==> src/hw/rtl/cpt_pkg.sv <==
// Shared types, codes and helpers of the congestion phase tracker.
package cpt_pkg;

	localparam int unsigned SEQ_W   = 32;
	localparam int unsigned CNT_W   = 32;
	localparam int unsigned RUN_W   = 16;
	localparam int unsigned LIMIT_W = 4;
	localparam int unsigned IN_TDATA_W  = 136;
	localparam int unsigned OUT_TDATA_W = 184;

	typedef enum logic [1:0] {
		PH_SLOW  = 2'd0,
		PH_AVOID = 2'd1,
		PH_RECOV = 2'd2
	} phase_t;

	typedef enum logic [1:0] {
		EV_ACK     = 2'd0,
		EV_WINDOW  = 2'd1,
		EV_THRESH  = 2'd2,
		EV_TIMEOUT = 2'd3
	} mode_t;

	typedef enum logic {
		REG_DUP_ACK_LIMIT  = 1'b0,
		REG_INIT_THRESHOLD = 1'b1
	} reg_index_t;

	localparam logic [LIMIT_W-1:0] DUP_ACK_LIMIT_RST = 4'd3;
	localparam logic [SEQ_W-1:0]   INIT_THRESHOLD_RST = 32'hFFFF_FFFF;

	typedef struct packed {
		mode_t            mode;
		logic             has_ack;
		logic [SEQ_W-1:0] ack_number;
		logic [SEQ_W-1:0] window_bytes;
		logic [SEQ_W-1:0] old_timeout_us;
		logic [SEQ_W-1:0] new_timeout_us;
	} event_t;

	typedef struct packed {
		logic             we;
		reg_index_t       index;
		logic [SEQ_W-1:0] data;
	} cfg_wr_t;

	typedef struct packed {
		logic [CNT_W-1:0] fast_retransmit_total;
		logic [CNT_W-1:0] timeout_total;
		logic [CNT_W-1:0] dup_ack_total;
		logic [CNT_W-1:0] phase_change_total;
		logic             timeout_now;
		logic             fast_retransmit_now;
		logic [RUN_W-1:0] dup_run;
		logic [SEQ_W-1:0] threshold_now;
		logic             phase_changed;
		phase_t           phase;
	} result_t;

	function automatic logic [CNT_W-1:0] sat_inc(input logic [CNT_W-1:0] v);
		sat_inc = (&v) ? v : v + 1'b1;
	endfunction

endpackage

==> src/hw/rtl/cpt_engine.sv <==
// Congestion state registers and the per-transaction update logic.
module cpt_engine (
	input  logic             clk,
	input  logic             arst_n,
	input  logic             step,
	input  cpt_pkg::event_t  evt,
	input  cpt_pkg::cfg_wr_t cfg,
	output cpt_pkg::result_t res
);

	cpt_pkg::phase_t                phase_q, phase_d;
	logic [cpt_pkg::SEQ_W-1:0]      last_ack_q, last_ack_d;
	logic [cpt_pkg::RUN_W-1:0]      dup_count_q, dup_count_d, dup_inc;
	logic [cpt_pkg::SEQ_W-1:0]      threshold_q, threshold_d;
	logic [cpt_pkg::SEQ_W-1:0]      last_window_q, last_window_d;
	logic [cpt_pkg::CNT_W-1:0]      change_cnt_q, change_cnt_d;
	logic [cpt_pkg::CNT_W-1:0]      dup_cnt_q, dup_cnt_d;
	logic [cpt_pkg::CNT_W-1:0]      timeout_cnt_q, timeout_cnt_d;
	logic [cpt_pkg::CNT_W-1:0]      retx_cnt_q, retx_cnt_d;
	logic [cpt_pkg::LIMIT_W-1:0]    limit_q;
	logic [cpt_pkg::SEQ_W+1:0]      rto_new_x2, rto_old_x3;
	logic                           fr_now, to_now, is_dup;
	cpt_pkg::phase_t                target;

	assign rto_new_x2 = {1'b0, evt.new_timeout_us, 1'b0};
	assign rto_old_x3 = {1'b0, evt.old_timeout_us, 1'b0} + {2'b00, evt.old_timeout_us};
	assign is_dup     = (evt.ack_number == last_ack_q) && (|evt.ack_number);
	assign dup_inc    = (&dup_count_q) ? dup_count_q : dup_count_q + 1'b1;

	always_comb begin
		target        = phase_q;
		last_ack_d    = last_ack_q;
		dup_count_d   = dup_count_q;
		threshold_d   = threshold_q;
		last_window_d = last_window_q;
		dup_cnt_d     = dup_cnt_q;
		timeout_cnt_d = timeout_cnt_q;
		retx_cnt_d    = retx_cnt_q;
		fr_now        = 1'b0;
		to_now        = 1'b0;
		case (evt.mode)
			cpt_pkg::EV_ACK: begin
				if (evt.has_ack) begin
					if (is_dup) begin
						dup_count_d = dup_inc;
						dup_cnt_d   = cpt_pkg::sat_inc(dup_cnt_q);
						if (dup_inc == {{(cpt_pkg::RUN_W-cpt_pkg::LIMIT_W){1'b0}}, limit_q} &&
						    phase_q != cpt_pkg::PH_RECOV) begin
							target      = cpt_pkg::PH_RECOV;
							threshold_d = last_window_q >> 1;
							retx_cnt_d  = cpt_pkg::sat_inc(retx_cnt_q);
							fr_now      = 1'b1;
						end
					end else if (evt.ack_number > last_ack_q) begin
						last_ack_d  = evt.ack_number;
						dup_count_d = '0;
						if (phase_q == cpt_pkg::PH_RECOV)
							target = cpt_pkg::PH_AVOID;
					end
				end
			end
			cpt_pkg::EV_WINDOW: begin
				if (phase_q == cpt_pkg::PH_SLOW && evt.window_bytes >= threshold_q) begin
					target      = cpt_pkg::PH_AVOID;
					dup_count_d = '0;
				end
				last_window_d = evt.window_bytes;
			end
			cpt_pkg::EV_THRESH: begin
				threshold_d = evt.window_bytes;
			end
			cpt_pkg::EV_TIMEOUT: begin
				if (rto_new_x2 > rto_old_x3) begin
					to_now        = 1'b1;
					threshold_d   = last_window_q >> 1;
					dup_count_d   = '0;
					timeout_cnt_d = cpt_pkg::sat_inc(timeout_cnt_q);
					target        = cpt_pkg::PH_SLOW;
				end
			end
			default: ;
		endcase
		phase_d      = target;
		change_cnt_d = (target != phase_q) ? cpt_pkg::sat_inc(change_cnt_q) : change_cnt_q;
	end

	always_comb begin
		res.phase                 = phase_d;
		res.phase_changed         = (phase_d != phase_q);
		res.threshold_now         = threshold_d;
		res.dup_run               = dup_count_d;
		res.fast_retransmit_now   = fr_now;
		res.timeout_now           = to_now;
		res.phase_change_total    = change_cnt_d;
		res.dup_ack_total         = dup_cnt_d;
		res.timeout_total         = timeout_cnt_d;
		res.fast_retransmit_total = retx_cnt_d;
	end

	always_ff @(posedge clk or negedge arst_n) begin
		if (!arst_n) begin
			phase_q       <= cpt_pkg::PH_SLOW;
			last_ack_q    <= '0;
			dup_count_q   <= '0;
			threshold_q   <= cpt_pkg::INIT_THRESHOLD_RST;
			last_window_q <= '0;
			change_cnt_q  <= '0;
			dup_cnt_q     <= '0;
			timeout_cnt_q <= '0;
			retx_cnt_q    <= '0;
			limit_q       <= cpt_pkg::DUP_ACK_LIMIT_RST;
		end else begin
			if (cfg.we && cfg.index == cpt_pkg::REG_DUP_ACK_LIMIT)
				limit_q <= cfg.data[cpt_pkg::LIMIT_W-1:0];
			if (cfg.we && cfg.index == cpt_pkg::REG_INIT_THRESHOLD) begin
				threshold_q <= cfg.data;
			end else if (step) begin
				threshold_q <= threshold_d;
			end
			if (step) begin
				phase_q       <= phase_d;
				last_ack_q    <= last_ack_d;
				dup_count_q   <= dup_count_d;
				last_window_q <= last_window_d;
				change_cnt_q  <= change_cnt_d;
				dup_cnt_q     <= dup_cnt_d;
				timeout_cnt_q <= timeout_cnt_d;
				retx_cnt_q    <= retx_cnt_d;
			end
		end
	end

	// fast retransmit always lands in recovery
	a_fr_recov: assert property (@(posedge clk) disable iff (!arst_n)
		step && res.fast_retransmit_now |-> res.phase == cpt_pkg::PH_RECOV)
		else $error("fast retransmit without recovery");

	// a timeout backoff always lands in slow start
	a_to_slow: assert property (@(posedge clk) disable iff (!arst_n)
		step && res.timeout_now |-> res.phase == cpt_pkg::PH_SLOW)
		else $error("timeout without slow start");

	// a phase change is counted unless the counter is saturated
	a_chg_cnt: assert property (@(posedge clk) disable iff (!arst_n)
		step && res.phase_changed && !(&change_cnt_q) |=> change_cnt_q == $past(change_cnt_q) + 1'b1)
		else $error("phase change not counted");

	// phase, duplicate total and last ack only move when a transaction is processed
	a_hold: assert property (@(posedge clk) disable iff (!arst_n)
		!step |=> $stable(phase_q) && $stable(dup_cnt_q) && $stable(last_ack_q))
		else $error("state moved without a transaction");

endmodule

==> src/hw/rtl/tcp_congestion_phase_tracker.sv <==
// Top level of the congestion phase tracker: stream ports, input and result registers.
//
// Channel  | Dir | Handshake              | Payload
// ---------+-----+------------------------+------------------------------------------
// s_       | in  | s_tvalid / s_tready    | s_tuser: mode; s_tdata: event fields
// m_       | out | m_tvalid / m_tready    | m_tdata: phase, flags, threshold, counters
// cfg_     | in  | cfg_we (no wait)       | cfg_index, cfg_data
//
// Each transaction passes through the input register, then the update logic and
// the result register. One transaction per cycle is sustained while m_tready is
// high; the congestion state is updated as the result is registered, so the next
// transaction in the input register sees it. Reset clears the state, loads the
// threshold with all ones and the duplicate limit with 3. A stall on m_tready
// holds the result register and backs up into the input register; s_tready
// stays high while the result register is being drained.
module tcp_congestion_phase_tracker (
	input  logic                                clk,
	input  logic                                arst_n,
	input  logic                                s_tvalid,
	output logic                                s_tready,
	// [0] has_ack, [32:1] ack_number, [64:33] window_bytes,
	// [96:65] old_timeout_us, [128:97] new_timeout_us, [135:129] zero
	input  logic [cpt_pkg::IN_TDATA_W-1:0]      s_tdata,
	// [1:0] mode
	input  logic [1:0]                          s_tuser,
	output logic                                m_tvalid,
	input  logic                                m_tready,
	// [1:0] phase, [2] phase_changed, [34:3] threshold_now, [50:35] dup_run,
	// [51] fast_retransmit_now, [52] timeout_now, [84:53] phase_change_total,
	// [116:85] dup_ack_total, [148:117] timeout_total,
	// [180:149] fast_retransmit_total, [183:181] zero
	output logic [cpt_pkg::OUT_TDATA_W-1:0]     m_tdata,
	input  logic                                cfg_we,
	input  logic                                cfg_index,
	input  logic [cpt_pkg::SEQ_W-1:0]           cfg_data
);

	cpt_pkg::event_t  evt_s1;
	logic             valid_s1;
	logic             advance;
	cpt_pkg::result_t res;
	cpt_pkg::result_t res_q;
	logic             m_valid_q;
	cpt_pkg::cfg_wr_t cfg;

	// input register moves on when the result register is empty or draining
	assign advance  = valid_s1 && (!m_valid_q || m_tready);
	assign s_tready = !valid_s1 || advance;

	assign cfg.we    = cfg_we;
	assign cfg.index = cpt_pkg::reg_index_t'(cfg_index);
	assign cfg.data  = cfg_data;

	always_ff @(posedge clk or negedge arst_n) begin
		if (!arst_n) begin
			valid_s1 <= 1'b0;
		end else if (s_tready) begin
			valid_s1 <= s_tvalid;
		end
	end

	// payload register, no reset needed
	always_ff @(posedge clk) begin
		if (s_tvalid && s_tready) begin
			evt_s1.mode           <= cpt_pkg::mode_t'(s_tuser);
			evt_s1.has_ack        <= s_tdata[0];
			evt_s1.ack_number     <= s_tdata[32:1];
			evt_s1.window_bytes   <= s_tdata[64:33];
			evt_s1.old_timeout_us <= s_tdata[96:65];
			evt_s1.new_timeout_us <= s_tdata[128:97];
		end
	end

	cpt_engine u_engine (
		.clk    (clk),
		.arst_n (arst_n),
		.step   (advance),
		.evt    (evt_s1),
		.cfg    (cfg),
		.res    (res)
	);

	always_ff @(posedge clk or negedge arst_n) begin
		if (!arst_n) begin
			m_valid_q <= 1'b0;
		end else if (advance) begin
			m_valid_q <= 1'b1;
		end else if (m_tready) begin
			m_valid_q <= 1'b0;
		end
	end

	always_ff @(posedge clk) begin
		if (advance)
			res_q <= res;
	end

	assign m_tvalid = m_valid_q;
	assign m_tdata  = {3'b000, res_q};

endmodule
==> config.mk <==
export PLATFORM = sky130hd
export DESIGN_NAME = tcp_congestion_phase_tracker
export DESIGN_NICKNAME = d
export VERILOG_FILES = /design/src/hw/rtl/cpt_pkg.sv /design/src/hw/rtl/cpt_engine.sv /design/src/hw/rtl/tcp_congestion_phase_tracker.sv
export SDC_FILE = /design/constraint.sdc
export NUM_CORES = 1
export LEC_CHECK = 0
export BUFFER_PORTS_ARGS = -buffer_cell sky130_fd_sc_hd__buf_2
export CELL_PAD_IN_SITES_DETAIL_PLACEMENT = 2
export CELL_PAD_IN_SITES_GLOBAL_PLACEMENT = 2
export CORE_ASPECT_RATIO = 0.7
export CORE_UTILIZATION = 30
export DETAILED_ROUTE_END_ITERATION = 6
export PLACE_DENSITY = 0.67
export SLEW_MARGIN = 40
export SYNTH_ARGS = -nofsm -noshare
export SYNTH_HDL_FRONTEND = slang
export SYNTH_SLANG_ARGS = --single-unit
==> constraint.sdc <==
create_clock -name clk -period 12.3 [get_ports clk]
set_input_delay 2.46 -clock clk [delete_from_list [all_inputs] [get_ports clk]]
set_output_delay 2.46 -clock clk [all_outputs]
set_load 0.005 [all_outputs]
* Word-level counts from Yosys, hierarchy flattened *
Cells that the tools add are included.

word-level totals
  register bits after elaboration = 560
  input port bits = 176
  output and inout port bits = 186
  logic and storage cells = 111

operators by class
  add/subtract/negate cells = 6
  order comparisons = 3
  equality and inequality tests = 8
  muxes and demuxes = 40
  bitwise operators = 2
  reductions and logical operators = 24

operator list
  cell                   number
  $mux 32                20
  $add 32x1->32 const B  4
  $reduce_and 32->1      4
  $mux 16                6
  $pmux 32 s3            1
  $pmux 16 s3            1
  $add 33x32->34         1
  $gt 33x34->1           1
  $eq 32x32->1           1
  $ge 32x32->1           1
  $gt 32x32->1           1
  $reduce_or 32->1       1
  $add 16x1->16 const B  1
  $eq 16x4->1            1
  $reduce_and 16->1      1
  $mux 2                 7
  $logic_and 1x1->1      7
  $eq 2x2->1 const B     3
  $pmux 2 s3             1
  $reduce_and 5->1       1
  $logic_not 2->1        2
  $mux 1                 4
  $reduce_bool 2->1      2
  $reduce_and 3->1       1
  other kinds (7)        10

* Logic depth before layout (Yosys ltp) *
  depth after elaboration = 10
  gate-level depth with buffers = 24
  mapped depth without buffers = 23

* By module *
A second synthesis with hierarchy kept.

second synthesis, totals
  cell total of the unflattened synthesis = 2392
  area total of the unflattened synthesis = 27591.5 µm²

modules (own cells, without submodules)
  module                        times used  cells an instance  area each (µm²)  sequential area each (µm²)
  cpt_engine                    1           2068               18092.4          6173.4
  tcp_congestion_phase_tracker  1           324                9499.1           9419.0

* Least setup slack after synthesis *
OpenSTA, ideal clock, no wires.

  path type = input -> register
  start = in m_tready
  end = reg u_engine.threshold_q[31] in the netlist's numbering
  library setup time = 0.083 ns
  arrival = 8.735 ns
  required time = 12.217 ns
  path slack = 3.481 ns
  cell stages on the path = 6
  path through = nand2b_1 -> nand2_1 -> inv_1 -> clkbuf_1 -> buf_1 -> a31o_2

between the ends
  cells in the longest elaborated chain, start to end = 3

ends and longest elaborated chain
  element                      line                                RTL
  from (decl)                  tcp_congestion_phase_tracker.sv:27  input logic m_tready,
  $logic_or 1x1->1             tcp_congestion_phase_tracker.sv:47  assign advance = valid_s1 && (!m_valid_q || m_tready);
  $logic_and 1x1->1            tcp_congestion_phase_tracker.sv:47
  named net advance            tcp_congestion_phase_tracker.sv:40  logic advance;
  $reduce_bool 2->1 (no line)  -
  to (signal assigned)         cpt_engine.sv:105                   threshold_q <= cpt_pkg::INIT_THRESHOLD_RST;
  to (signal assigned)         cpt_engine.sv:116                   threshold_q <= cfg.data;
  to (signal assigned)         cpt_engine.sv:118                   threshold_q <= threshold_d;
  to (decl)                    cpt_engine.sv:14                    logic [cpt_pkg::SEQ_W-1:0] threshold_q, threshold_d;

The timed path passes the listed nets, and every way through them passes these cells.
A chain may end at the register's enable or synchronous reset.

==> results_dict.tcl <==
set metrics [dict create \
    min_path_cells 1 \
    dieArea_sq_mm 0.0942 \
    clock-sinks 559 \
    cp_num_buf_inv 1 \
    synth_cell_type_count 88 \
    async_reset_ff_share_pct 44.2 \
    period_minus_slack_ns 6.82 \
    crit_family "compound AO/OA/AOI/OAI gates" \
    synthTopCellsByArea "edfxtp_1, dfrtp_1, ha_1, xnor2_1, nand2_1" \
    layout.cells.non_filler 4088 \
    cts_made_buffers 61 \
    clock-root-buffer "clkbuf_16" \
    yosysTopAreaCell "edfxtp_1" \
    finalCritPeriodShare_pct 55.5 \
    crit_path_cell_trace "ha_1 > fa_1 > a211o_1 > a211oi_2 > o31ai_1 > a21oi_2 > o211ai_2 > o2111ai_1 > a21oi_1 > nor2b_1 > a211oi_1 > xnor2_1 > ha_1 > nand4_1 > nor3_1 > a31oi_1 > o221ai_1 > a311oi_2 > buf_4 > nand2_1 > or4b_1 > nor2_1 > xor2_1" \
    synth_edf_count 312 \
    rr_startpoint "evt_s1[33]$_DFFE_PP_" \
    cts_resized 0 \
    firstDrtPassIters 7 \
    clock_path_buffers 3 \
    power.total_mw 4.84 \
    holdCritStartpoint "u_engine.last_window_q[2]$_DFFE_PN0P_" \
    fin_ws_ns 5.48 \
    pre_cts_slack_ns 5.44 \
    ys_warn_count 0 \
    drive_above_1_share_pct 21.0 \
    dp_hpwl_um 65200 \
    postCtsHoldBufs 0 \
    antenna_found_initial 8 \
    syn_area_sq_mm 0.0279 \
    setup_tns_ns 0 \
    hold_path_class "register to register" \
    grt_pass1_vias 23015 \
    fillers 9746 \
    ant_nets 0 \
    synth_ff_type "edfxtp_1" \
    cts_tree "built" \
    cp_max_fo 9 \
    cts_setup_buffers 0 \
    final_nets 3103 \
    cp-end-kind "register" \
    htree_levels 2 \
    drv_cap 0 \
    initial_core_util_pct 30.3 \
    critPathKind "register to register" \
    cpMaxStageDelayCell "or4b_1" \
    ys_top_cells_by_count "edfxtp_1, nand2_1, dfrtp_1" \
    avgViaCountPerCell 5.08 \
    synth_most_common_cell "edfxtp_1" \
    hold_viol_final 0 \
    clkLatencyLatePin_ns 0.66 \
    power_leakage_nw 14.1 \
    die_h_um 257 \
    synth-seq-cells 559 \
    ys_seq_area_share_pct 55.9 \
    wl_per_cell_um 22.4 \
    max_stage_delay_ns 0.85 \
    fin_util_pct 35.8 \
    area_delta_synth_final_pct 18.3 \
    clock.fmax_ghz 0.147 \
    power_density_mw_per_mm2 147 \
    startpoint "evt_s1[33]$_DFFE_PP_" \
    gp_congestion 0.845 \
    finalClockSkew_ns 0.0309 \
    peakVddDrop_v 0.000108 \
    cts.clk_slew.worst_paths_ns 0.06 \
    reg2regPathDepth 23 \
    coreArea_sq_mm 0.0920 \
    timing.critical_path.mode_cell "ha_1" \
    port_buffers 351 \
    cp-start-kind "register" \
    netlist.area_leader.share_pct 33.6 \
    cp.arrival_ns 7.26 \
    min_to "u_engine.last_window_q[2]$_DFFE_PN0P_" \
    rows 93 \
    wirelength_um 91400 \
    grt_usage_pct 19.3 \
    worst_slew_pin_slew_ns 0.829 \
    drt_iter0_drc 1194 \
    outcome "finished, final reports clean" \
    r2r_slack_ns 5.48 \
    rsz0062_at_grt "false" \
    overflow 0 \
    setup_violations 0 \
    rr_endpoint "m_tdata[144]$_DFFE_PP_" \
    num_io_pins 362 \
    netlist_instances 2455 \
    drc 0 \
    synth.avg_cell_area_sq_um 11.4 \
    vias 20747 \
    grt_max_degree 127 \
    grt_pass1_wl_um 142000 \
    max_slew_margin_pct 44.8 \
    dp_cells 3965 \
    crit_required_ns 12.74 \
    drv_slew 0 \
    dieWidth_um 366 \
]
==> routing by layer <==
metal / vias up / track usage [%] / wire length [um] / share of wire (%)
li1: 9562 / - / - / -
met1: 10655 / 25.4 / 41500 / 45
met2: 392 / 31.9 / 43400 / 48
met3: 132 / 3.86 / 4110 / 4.5
met4: 6 / 5.36 / 2290 / 2.5
met5: - / 0 / 44 / 0.048
==> final cells by class <==
type / instances / area [sq um] / share of cell area, %
diodes: 6 / 15.0 / 0.0455
multi-input cells: 1700 / 11500 / 35.0
clock inverters: 36 / 287 / 0.868
flip-flops and latches: 559 / 15600 / 47.3
well taps: 1235 / 1550 / 4.68
inverters: 97 / 377 / 1.14
clock buffers: 80 / 1650 / 4.99
repair buffers: 375 / 1990 / 6.04
==> state kept, by name, summed over array words and instances (netlist names) <==
signal / cells
evt_s1: 131
m_tdata: 181
m_tvalid: 1
u_engine.change_cnt_q: 32
u_engine.dup_cnt_q: 32
u_engine.dup_count_q: 16
u_engine.last_ack_q: 32
u_engine.last_window_q: 31
u_engine.limit_q: 4
u_engine.phase_q: 2
u_engine.retx_cnt_q: 32
u_engine.threshold_q: 32
u_engine.timeout_cnt_q: 32
valid_s1: 1
==> worst register-to-register path, cell delays in order (launching register included) <==
cell and delay [ns]:
edfxtp_1 0.50, ha_1 0.27, fa_1 0.46, a211o_1 0.34, a211oi_2 0.34, o31ai_1 0.16, a21oi_2 0.30, o211ai_2 0.21
o2111ai_1 0.29, a21oi_1 0.13, nor2b_1 0.15, a211oi_1 0.32, xnor2_1 0.17, ha_1 0.26, nand4_1 0.19, nor3_1 0.09
a31oi_1 0.16, o221ai_1 0.20, a311oi_2 0.24, buf_4 0.24, nand2_1 0.31, or4b_1 0.85, nor2_1 0.21, xor2_1 0.25
==> how the worst max path moves through the flow <==
stage,endpoint,cells after the start
finish,m_tdata[144]$_DFFE_PP_,23
global route,m_tdata[146]$_DFFE_PP_,23
CTS,m_tdata[146]$_DFFE_PP_,23
detailed placement,m_tdata[146]$_DFFE_PP_,23
global placement,m_tdata[31]$_DFFE_PP_,23
floorplan,u_engine.threshold_q[31]$_DFFE_PN1P_,6
==> cell families after synthesis <==
group / after synthesis / synth area share [%]
DFF: 559 / 55.9
buffers and inverters: 198 / 2.89
and+or+nand+nor: 888 / 15.7
adders and majority gates: 133 / 6.00
AOI/OAI and AO/OA: 354 / 8.93
muxes: 47 / 1.88
xor gates and xnor gates: 275 / 8.64
other: 1 / 0.0135
==> stage by stage <==
stage               hold WS (ns)  instance area (sq um)
global placement           0.488                  30900
finish                     0.511                  33000
floorplan                  0.457                  27900
CTS                        0.512                  32900
global route               0.533                  33000
detailed placement         0.497                  31000
==> layout by cell type (no fill, tap or decap), types with 9 or more instances in the layout <==
master,Yosys,final
buf_4,9,17
o21ai_0,73,73
a21o_1,55,55
nand2b_1,18,18
nor2_1,146,144
or3_1,14,14
nor4_1,18,18
nand3_1,132,132
dfstp_2,34,34
nor3_1,62,61
a31oi_1,9,9
dfrtp_1,213,213
a222oi_1,31,31
clkbuf_16,0,61
buf_2,16,351
clkbuf_1,65,14
ha_1,132,132
a211oi_1,10,10
edfxtp_1,312,312
o211ai_1,34,34
clkinv_2,0,17
nor2b_1,13,13
and4_1,11,11
mux2_2,43,43
xor2_1,114,114
xnor2_1,161,161
and3_1,38,38
nand4_1,67,67
and2_1,15,14
nand2_1,299,295
a21oi_1,64,64
o21a_1,9,9
inv_1,97,96
==> where the power goes <==
group	internal (mW)	switching [mW]	leakage [nW]
Clock	1.01	0.820	0.953
Sequential	2.17	0.111	6.13
Combinational	0.275	0.452	6.98
Note: power is estimated with default switching activity, not from simulation.
